$ cat src/sv/box_stack_max_height_defines.svh
// Assertion macros shared by the box stacking logic.
// Each macro expects signals named clk and rst in the scope where it is used.
`ifndef BOX_STACK_MAX_HEIGHT_DEFINES_SVH
`define BOX_STACK_MAX_HEIGHT_DEFINES_SVH

// Consequent must hold in the same cycle as the antecedent.
`define BSMH_ASSERT_NOW(name, ante, cons, msg) \
  name: assert property (@(posedge clk) disable iff (rst) (ante) |-> (cons)) \
    else $error(msg);

// Consequent must hold in the cycle after the antecedent.
`define BSMH_ASSERT_NEXT(name, ante, cons, msg) \
  name: assert property (@(posedge clk) disable iff (rst) (ante) |=> (cons)) \
    else $error(msg);

`endif

$ cat src/sv/bsmh_pkg.sv
`timescale 1ns / 1ps

package bsmh_pkg;

  // Width of each dimension field on the input port.
  localparam int IN_DIM_BITS = 16;

  // Width of the reported stack height and its saturation value.
  localparam int HEIGHT_BITS = 22;
  localparam logic [HEIGHT_BITS-1:0] HEIGHT_MAX = '1;

  // One box as it arrives.
  typedef struct packed {
    logic [IN_DIM_BITS-1:0] box_height;
    logic [IN_DIM_BITS-1:0] box_width;
    logic [IN_DIM_BITS-1:0] box_length;
    logic                   last_box;
  } box_in_t;

  // Result of one search.
  typedef struct packed {
    logic [HEIGHT_BITS-1:0] max_height;
    logic                   boxes_dropped;
  } box_out_t;

endpackage

$ cat src/sv/box_stack_max_height.sv
`timescale 1ns / 1ps
// Channel | Direction | Handshake          | Payload
// --------+-----------+--------------------+------------------------------------
// in      | input     | in_valid/in_ready  | in_data  (box dimensions, last flag)
// out     | output    | out_valid/out_ready| out_data (max_height, boxes_dropped)
//
// A box that fits in the store is accepted, then its three orientations are written in S_LOAD
// through the single store write port; a dropped box is only accepted.
// On the last box a search runs over n = 3 * boxes oriented entries: one selection scan
// plus one scan per entry, each scan reading every entry through the shared compare unit
// and followed by a step.
// Synchronous active-high reset clears the sequencer, box count and drop flag; the
// store and tower memories hold no reset value and are only read where written.
// in_ready is low during loading and search; a pending result stalls only the final step.

module box_stack_max_height #(
  parameter int MAX_BOXES = 16,
  parameter int DIM_BITS  = 16
) (
  input  logic               clk,
  input  logic               rst,
  input  logic               in_valid,
  output logic               in_ready,
  input  bsmh_pkg::box_in_t  in_data,
  output logic               out_valid,
  input  logic               out_ready,
  output bsmh_pkg::box_out_t out_data
);

  import bsmh_pkg::*;

  `include "box_stack_max_height_defines.svh"

  localparam int SLOTS   = 3 * MAX_BOXES;
  localparam int SLOT_W  = $clog2(SLOTS);
  localparam int NUM_W   = $clog2(SLOTS + 1);
  localparam int CNT_W   = $clog2(MAX_BOXES + 1);
  localparam int SUM_W   = ((HEIGHT_BITS > DIM_BITS) ? HEIGHT_BITS : DIM_BITS) + 1;

  typedef struct packed {
    logic [DIM_BITS-1:0] height;
    logic [DIM_BITS-1:0] wide;
    logic [DIM_BITS-1:0] narrow;
  } obox_t;

  typedef enum logic [5:0] {
    S_IDLE = 6'b000001,
    S_LOAD = 6'b000010,
    S_INIT = 6'b000100,
    S_SCAN = 6'b001000,
    S_STEP = 6'b010000,
    S_FIN  = 6'b100000
  } state_t;

  state_t state;

  // Box set bookkeeping.
  logic [CNT_W-1:0]       box_count;
  logic                   overflow_flag;
  logic [DIM_BITS-1:0]    dim_h;
  logic [DIM_BITS-1:0]    dim_w;
  logic [DIM_BITS-1:0]    dim_l;
  logic                   last_pend;
  logic [1:0]             ori;

  // Search state.
  logic [NUM_W-1:0]       n_slots;
  logic [NUM_W-1:0]       scan_addr;
  logic                   rd_vld;
  logic [SLOT_W-1:0]      rd_idx;
  obox_t                  rd_entry;
  logic [HEIGHT_BITS-1:0] rd_best;
  logic                   has_top;
  logic [SLOT_W-1:0]      top_idx;
  obox_t                  top_box;
  logic [HEIGHT_BITS-1:0] below;
  logic                   cand_vld;
  logic [SLOT_W-1:0]      cand_idx;
  obox_t                  cand_box;
  logic [SLOTS-1:0]       done;
  logic [HEIGHT_BITS-1:0] best_all;

  // Memories for oriented boxes and the tallest tower with each entry on top.
  obox_t                  store_mem [SLOTS];
  logic [HEIGHT_BITS-1:0] best_mem  [SLOTS];

  // Input dimensions cut or zero-extended to DIM_BITS.
  logic [IN_DIM_BITS+DIM_BITS-1:0] ext_h;
  logic [IN_DIM_BITS+DIM_BITS-1:0] ext_w;
  logic [IN_DIM_BITS+DIM_BITS-1:0] ext_l;
  assign ext_h = {{DIM_BITS{1'b0}}, in_data.box_height};
  assign ext_w = {{DIM_BITS{1'b0}}, in_data.box_width};
  assign ext_l = {{DIM_BITS{1'b0}}, in_data.box_length};

  logic in_fire;
  logic full;
  assign in_ready = (state == S_IDLE);
  assign in_fire  = in_valid && in_ready;
  assign full     = (box_count >= CNT_W'(MAX_BOXES));

  // Orientation written in this load cycle: one dimension up, the rest sorted as base.
  logic [DIM_BITS-1:0] ld_up;
  logic [DIM_BITS-1:0] ld_a;
  logic [DIM_BITS-1:0] ld_b;
  obox_t               ld_box;
  logic [SLOT_W-1:0]   ld_slot;

  always_comb begin
    case (ori)
      2'd1: begin
        ld_up = dim_w;
        ld_a  = dim_h;
        ld_b  = dim_l;
      end
      2'd2: begin
        ld_up = dim_l;
        ld_a  = dim_w;
        ld_b  = dim_h;
      end
      default: begin
        ld_up = dim_h;
        ld_a  = dim_w;
        ld_b  = dim_l;
      end
    endcase
    ld_box.height = ld_up;
    ld_box.wide   = (ld_a > ld_b) ? ld_a : ld_b;
    ld_box.narrow = (ld_a > ld_b) ? ld_b : ld_a;
  end

  assign ld_slot = SLOT_W'(({{SLOT_W{1'b0}}, box_count} * 3) + ori);

  // Scan read port and the shared compare unit on the registered read data.
  logic rd_issue;
  logic carries;
  logic pick;
  assign rd_issue = (state == S_SCAN) && (scan_addr < n_slots);
  assign carries  = rd_vld && has_top && (rd_entry.wide > top_box.wide) &&
                    (rd_entry.narrow > top_box.narrow) && (rd_best > below);
  assign pick     = rd_vld && !done[rd_idx] &&
                    (!cand_vld || (rd_entry.wide > cand_box.wide));

  // Tower height with the current top box, saturated to the result width.
  logic [SUM_W-1:0]       top_sum;
  logic [HEIGHT_BITS-1:0] top_total;
  assign top_sum   = SUM_W'(below) + SUM_W'(top_box.height);
  assign top_total = (top_sum > SUM_W'(HEIGHT_MAX)) ? HEIGHT_MAX : top_sum[HEIGHT_BITS-1:0];

  logic fin_go;
  assign fin_go = (state == S_FIN) && (!out_valid || out_ready);

  // Memory ports.
  always_ff @(posedge clk) begin
    if (state == S_LOAD) begin
      store_mem[ld_slot] <= ld_box;
    end
    if ((state == S_STEP) && has_top) begin
      best_mem[top_idx] <= top_total;
    end
    if (rd_issue) begin
      rd_entry <= store_mem[scan_addr[SLOT_W-1:0]];
      rd_best  <= best_mem[scan_addr[SLOT_W-1:0]];
      rd_idx   <= scan_addr[SLOT_W-1:0];
    end
  end

  // Sequencer.
  always_ff @(posedge clk) begin
    if (rst) begin
      state         <= S_IDLE;
      box_count     <= '0;
      overflow_flag <= 1'b0;
      ori           <= '0;
      rd_vld        <= 1'b0;
      has_top       <= 1'b0;
      cand_vld      <= 1'b0;
      done          <= '0;
      out_valid     <= 1'b0;
    end else begin
      rd_vld <= rd_issue;
      if (out_valid && out_ready && !fin_go) begin
        out_valid <= 1'b0;
      end
      unique case (state)
        S_IDLE: begin
          if (in_fire) begin
            dim_h     <= ext_h[DIM_BITS-1:0];
            dim_w     <= ext_w[DIM_BITS-1:0];
            dim_l     <= ext_l[DIM_BITS-1:0];
            last_pend <= in_data.last_box;
            ori       <= '0;
            if (!full) begin
              state <= S_LOAD;
            end else begin
              overflow_flag <= 1'b1;
              if (in_data.last_box) begin
                state <= S_INIT;
              end
            end
          end
        end
        S_LOAD: begin
          ori <= ori + 2'd1;
          if (ori == 2'd2) begin
            box_count <= box_count + CNT_W'(1);
            state     <= last_pend ? S_INIT : S_IDLE;
          end
        end
        S_INIT: begin
          n_slots   <= NUM_W'({{NUM_W{1'b0}}, box_count} * 3);
          scan_addr <= '0;
          done      <= '0;
          has_top   <= 1'b0;
          cand_vld  <= 1'b0;
          below     <= '0;
          best_all  <= '0;
          state     <= S_SCAN;
        end
        S_SCAN: begin
          if (rd_issue) begin
            scan_addr <= scan_addr + NUM_W'(1);
          end
          if (carries) begin
            below <= rd_best;
          end
          if (pick) begin
            cand_vld <= 1'b1;
            cand_idx <= rd_idx;
            cand_box <= rd_entry;
          end
          if ((scan_addr == n_slots) && !rd_vld) begin
            state <= S_STEP;
          end
        end
        S_STEP: begin
          if (has_top && (top_total > best_all)) begin
            best_all <= top_total;
          end
          if (cand_vld) begin
            has_top           <= 1'b1;
            top_idx           <= cand_idx;
            top_box           <= cand_box;
            done[cand_idx]    <= 1'b1;
            cand_vld          <= 1'b0;
            below             <= '0;
            scan_addr         <= '0;
            state             <= S_SCAN;
          end else begin
            state <= S_FIN;
          end
        end
        S_FIN: begin
          if (fin_go) begin
            out_data.max_height    <= best_all;
            out_data.boxes_dropped <= overflow_flag;
            out_valid              <= 1'b1;
            box_count              <= '0;
            overflow_flag          <= 1'b0;
            state                  <= S_IDLE;
          end
        end
        default: begin
          state <= S_IDLE;
        end
      endcase
    end
  end

  // Checks on the sequencer.
  `BSMH_ASSERT_NOW(a_count_bound, 1'b1, box_count <= CNT_W'(MAX_BOXES), "box count past capacity")
  `BSMH_ASSERT_NEXT(a_set_cleared, fin_go, (box_count == '0) && !overflow_flag && out_valid, "set not cleared after result")
  `BSMH_ASSERT_NOW(a_top_marked, (state == S_SCAN) && has_top, done[top_idx], "scan top not marked done")
  `BSMH_ASSERT_NEXT(a_store_on_room, in_fire && !full, state == S_LOAD, "box with room not stored")

endmodule
$ cat config.mk
export PLATFORM = sky130hd
export DESIGN_NAME = box_stack_max_height
export DESIGN_NICKNAME = d
export VERILOG_FILES = /design/src/sv/bsmh_pkg.sv /design/src/sv/box_stack_max_height.sv
export VERILOG_INCLUDE_DIRS = /design/src /design/src/sv
export SDC_FILE = /design/constraint.sdc
export NUM_CORES = 2
export LEC_CHECK = 0
export ABC_CLOCK_PERIOD_IN_PS = 6150
export BUFFER_PORTS_ARGS = -buffer_cell sky130_fd_sc_hd__buf_2
export CORE_MARGIN = 4
export CORE_UTILIZATION = 50
export CTS_CLUSTER_DIAMETER = 30
export DETAILED_ROUTE_END_ITERATION = 10
export PLACE_DENSITY_LB_ADDON = 0.05
export SLEW_MARGIN = 20
export SYNTH_ARGS = -nofsm -noshare
export SYNTH_HDL_FRONTEND = slang
export SYNTH_SLANG_ARGS = --single-unit
$ cat constraint.sdc
create_clock -name clk -period 6.15 [get_ports clk]
set_input_delay 1.23 -clock clk [delete_from_list [all_inputs] [get_ports clk]]
set_output_delay 1.23 -clock clk [all_outputs]
set_load 0.02 [all_outputs]
-- Word-level counts from Yosys, hierarchy flattened
Memory sizes are Yosys's and may differ from the RTL's. A register that Yosys moved wholly into a read port is not among the register bits.
Index checks and enable logic that the tools add are counted.
- add/subtract/negate cells: 5
- multiply operators: 1
- divide/modulo/power cells: 0
- $lt $le $gt $ge: 12
- eq/ne operators: 20
- shift operators: 0
- muxes and demuxes: 49
- bitwise logic cells: 2
- reductions and logical operators: 43
- operators by type and width (cell ; number):
    48-bit one-hot mux with 2 select lines ; 1
    22-bit two-way mux ; 4
    22-bit one-hot mux with 3 select lines ; 1
    16-bit greater-than comparator ; 4
    16-bit two-way mux ; 4
    6-bit two-way mux ; 9
    48-bit two-way mux ; 1
    48-bit OR ; 1
    22-bit greater-than comparator ; 2
    22-bit one-hot mux with 2 select lines ; 1
    6-bit one-hot mux with 6 select lines ; 1
    16-bit one-hot mux with 2 select lines ; 1
    22-bit by 16-bit adder with 23-bit output ; 1
    23-bit by 22-bit greater-than comparator with 1-bit output, second input constant ; 1
    6-bit one-hot mux with 3 select lines ; 1
    3-bit AND reduction ; 6
    1-bit logical AND ; 15
    6-bit by 7-bit less-than comparator with 1-bit output, second input constant ; 2
    1-bit two-way mux ; 14
    4-bit AND reduction ; 3
    5-bit two-way mux ; 2
    2-bit by 1-bit inequality test with 1-bit output, second input constant ; 5
    2-bit inequality test, second input constant ; 5
    5-bit one-hot mux with 2 select lines ; 1
    other kinds (32) ; 46
- register bits: 308
- bits in latches: 0
- memory bits (writable): 3360
- bits in read-only memories: 0
- input bits: 53
- output and inout bits: 25
- memories kept: 2
- memories (name ; depth ; bits a word ; read ports ; clocked after Yosys merged registers in ; wr ports ; RTL line ; text):
    store_mem ; 48 ; 48 ; 1 ; 1 ; 1 ; box_stack_max_height.sv:84 ; obox_t store_mem [SLOTS];
    best_mem ; 48 ; 22 ; 1 ; 1 ; 1 ; box_stack_max_height.sv:85 ; logic [HEIGHT_BITS-1:0] best_mem [SLOTS];

-- Longest topological paths before layout
- word-level depth: 8
- mapped depth: 16
- mapped depth without buffers: 15

-- Worst setup path after synthesis
OpenSTA, ideal clock, no wires.
- path kind: register to register
- start point: register below[0]
- end point: register best_all[0], enable pin
- setup time: 408 ps
- data arrival time: 5596 ps
- path slack: 146 ps
- cell stages (with the launch flop): 15
- path buffers: 0
- period minus slack after synthesis: 6004 ps
- path through: edfxtp_1 ha_1 fa_1 a211oi_2 o21ai_1 a221oi_2 a21boi_1 a2bb2oi_1 ha_1 nand4_1 or4_1 o311ai_0 a21oi_1 o21ai_0 a21oi_1
- word-level cells in the longest chain between the ends: 7
- RTL lines (item ; RTL line ; text):
    from (decl) ; box_stack_max_height.sv:76 ; logic [HEIGHT_BITS-1:0] below;
    from (signal assigned) ; box_stack_max_height.sv:224 ; below <= rd_best;
    22-bit by 16-bit adder with 23-bit output (*) ; box_stack_max_height.sv:146 ; assign top_sum = SUM_W'(below) + SUM_W'(top_box.height);
    23-bit by 22-bit greater-than comparator with 1-bit output ; box_stack_max_height.sv:147 ; assign top_total = (top_sum > SUM_W'(HEIGHT_MAX)) ? HEIGHT_MAX : top_sum[HEIGHT_BITS-1:0];
    22-bit two-way mux (*) ; box_stack_max_height.sv:147 ;
    net top_total[20] ; box_stack_max_height.sv:145 ; logic [HEIGHT_BITS-1:0] top_total;
    22-bit greater-than comparator (*) ; box_stack_max_height.sv:236 ; if (has_top && (top_total > best_all)) begin
    1-bit logical AND (*) ; box_stack_max_height.sv:236 ;
    2-bit by 1-bit inequality test with 1-bit output (no source line) (*) ; -- ;
    3-bit AND reduction (no source line) (*) ; -- ;
    to (signal assigned) ; box_stack_max_height.sv:237 ; best_all <= top_total;
    to (decl) ; box_stack_max_height.sv:81 ; logic [HEIGHT_BITS-1:0] best_all;
Mark *: on every way through the listed nets, which the timed path passes. The rest lies on a longest branch.
A chain may end at the register's enable or synchronous reset.

-- Worst setup path in the final report
- start point: register below[0]
- end point: register best_all[11], enable pin
Same word-level chain as after synthesis.

==> flow_summary.toml <==
[status]
status = "finished clean"

[yosys]
ys_seq_elements = 3738
syn_avg_cell_area_um2 = 22.5
seq_area_frac_synth_pct = 76.6
synth_edf_count = 3672
synth_flop_cell = "edfxtp_1"
ys_warn_count = 0
synth_cells = 6464
syn_area_um2 = 146000
syn-num-nets = 6661
synth_cell_types = 76
async_flop_share_pct = 0

[detailed_routing]
drtIter0Drc = 7832
viasPerCell = 6.16
via_count = 71874
drc = 0
wl_um = 396000
antenna_left = 0
wire_per_inst_um = 34.0
dr.pass1.iters = 6

[clocking]
clk_path_buf_depth = 4
numCtsBuffers = 676
clk_latency_ps = 1030
root_buffer = "clkbuf_16"
hold_buffers = 0
postCtsSetupBuffers = 0
cts_sinks = 3738
cts_max_level = 6
cts-resized-gates = 0
cts_tree = "yes"
cts.clk_slew.worst_paths_ps = 50

[place]
io_buffers = 77
gp_congestion = 0.841
dp_cells = 10395
pre_cts_slack_ps = 896
place_hpwl_um = 211000

[power]
power.leakage_nw = 58.1
peakVddDrop_mv = 0.339
p_per_area_nw_per_um2 = 405

[cells_and_area]
area_growth_pct = 21.9
final_cell_mix = "edfxtp_1 (3672), mux4_2 (1062), clkbuf_16 (682)"
fillers = 20052
stdcell_count = 11659
final_util_pct = 61.4
nNetsFinal = 7394
drive_above_1_share_pct = 34.5
final_common_cell = "edfxtp_1"

[floorplan]
std_cell_rows = 197
ios = 78
die-area_um2 = 300000
die_w_um = 548
start_util_pct = 50.4
core_um2 = 289000
dieHeight_um = 548

[worst_hold_path]
min_path_type = "input port to register"

[critical_path]
path_class = "register to register"
cp-start-kind = "register"
endpoint_kind = "register"
path_max_fanout = 49
worstPathRequired_ps = 6830
crit_arrival_ps = 6030

[timing]
period_share_pct = 87.0
hold_ws_ps = 379
min_period_ps = 5350
setup_ws_ps = 800
setup_viol = 0
tightest_slew_ps = 1080
hold_violations = 0
maxSlewHeadroom_pct = 27.3
slew_violations = 0
clock_skew_ps = 43.8
rsz0062_at_grt = "no"
max_clock_freq_mhz = 187
tns_ps = 0

[global_route]
grt_pass1_vias = 73895
grt_first_pass_wirelength_um = 561000
gr-total-overflow = 0
track_usage_pct = 26.4
antenna_found_initial = 16
grt_max_degree = 110

[job]
maxCapViolCount = 0
worst paths after layout:
check                                             from                          to  slack [ps]  cells past startpoint
worst max-delay path            below[0]$_SDFFCE_PN0P_  best_all[11]$_SDFFCE_PN0P_         800                     16
worst min-delay path                        in_data[3]          dim_l[2]$_DFFE_PP_         380                      1
worst max register to register  below[0]$_SDFFCE_PN0P_  best_all[11]$_SDFFCE_PN0P_         800                     16
worst min register to register  cand_box[15]$_DFFE_PP_       top_box[15]$_DFFE_PP_         400                      0
metal layers:
layer	track usage [%]	wire, µm
met1	35.2	155000
met2	45.5	205000
met3	4.17	23400
met4	7.65	11800
met5	0	27
flip-flops by register name (all words and copies together) (netlist names), 16 cells and up:
register / flops
below: 22
rd_best: 22
done: 48
best_all: 22
rd_entry: 48
top_box: 48
best_mem: 1056
dim_l: 16
dim_w: 16
dim_h: 16
cand_box: 48
store_mem: 2304
out_data: 23
cell type report:
class / instances / area (µm²) / area share, %
Inverter: 136 / 513 / 0.289
Sequential cell: 3738 / 112000 / 62.9
Clock inverter: 499 / 6440 / 3.63
Timing Repair Buffer: 362 / 3510 / 1.98
Tap cell: 3880 / 4850 / 2.74
Multi-Input combinational cell: 2283 / 33300 / 18.8
Clock buffer: 755 / 17300 / 9.73
Antenna cell: 6 / 15.0 / 0.00846
critical path, cell delays in order (launching register included):
cell and delay, ps:
edfxtp_1 400, ha_1 240, fa_1 450, a211oi_2 280
o21ai_1 230, a221oi_2 460, nand2_1 100, nand2_1 480
nand3_2 130, buf_4 330, ha_1 400, nand4_1 130
or4_1 520, o311ai_0 380, a21oi_1 130, o21ai_0 160
a21oi_4 190
where the power goes:
group	internal, mW	switching [mW]	leakage (nW)	total [mW]
Sequential	29.5	0.122	33.6	29.6
Clock	25.0	13.0	11.4	38.0
Combinational	1.37	2.91	13.1	4.28
cell families (layout without fill, tap and decap cells):
logic type / after synthesis / in the layout / synth area share [%]
AO/OA/AOI/OAI: 352 / 352 / 1.45
XOR/XNOR: 28 / 28 / 0.178
adder cells (fa/ha/maj): 144 / 144 / 1.25
buffers and inverters: 443 / 1752 / 1.28
flip-flops: 3738 / 3738 / 76.6
multiplexers: 1207 / 1207 / 17.4
other: 0 / 6 / 0
AND/OR/NAND/NOR: 552 / 552 / 1.78
cell usage after synthesis, drive strengths merged, types with 6 or more instances:
cell type	count	share of area (%)
edfxtp	3672	76
clkbuf	147	0.38
nand2	153	0.39
nor3	16	0.058
mux4	1062	16
buf	160	0.55
nand4	29	0.12
a21o	28	0.14
xor2	16	0.096
or2	7	0.030
o21bai	6	0.031
o21a	7	0.036
dfxtp	66	0.91
ha	141	1.2
a31oi	14	0.060
a21oi	109	0.37
nor2b	20	0.086
a211oi	12	0.065
nand2b	8	0.034
xnor2	11	0.066
a22oi	19	0.098
and2	33	0.14
nor3b	7	0.036
nand3	36	0.12
o21ai	125	0.43
nor2	204	0.53
and3	7	0.030
mux2i	142	0.98
inv	136	0.35
stage by stage:
step	cell area [µm²]	total power, mW
6_report	177000	71.9
5_1_grt	177000	74.1
4_1_cts	177000	72.4
3_5_place_dp	154000	34.4
3_3_place_gp	154000	34.2
2_1_floorplan	146000	32.5
No activity file was read; power rests on OpenSTA's default activity.
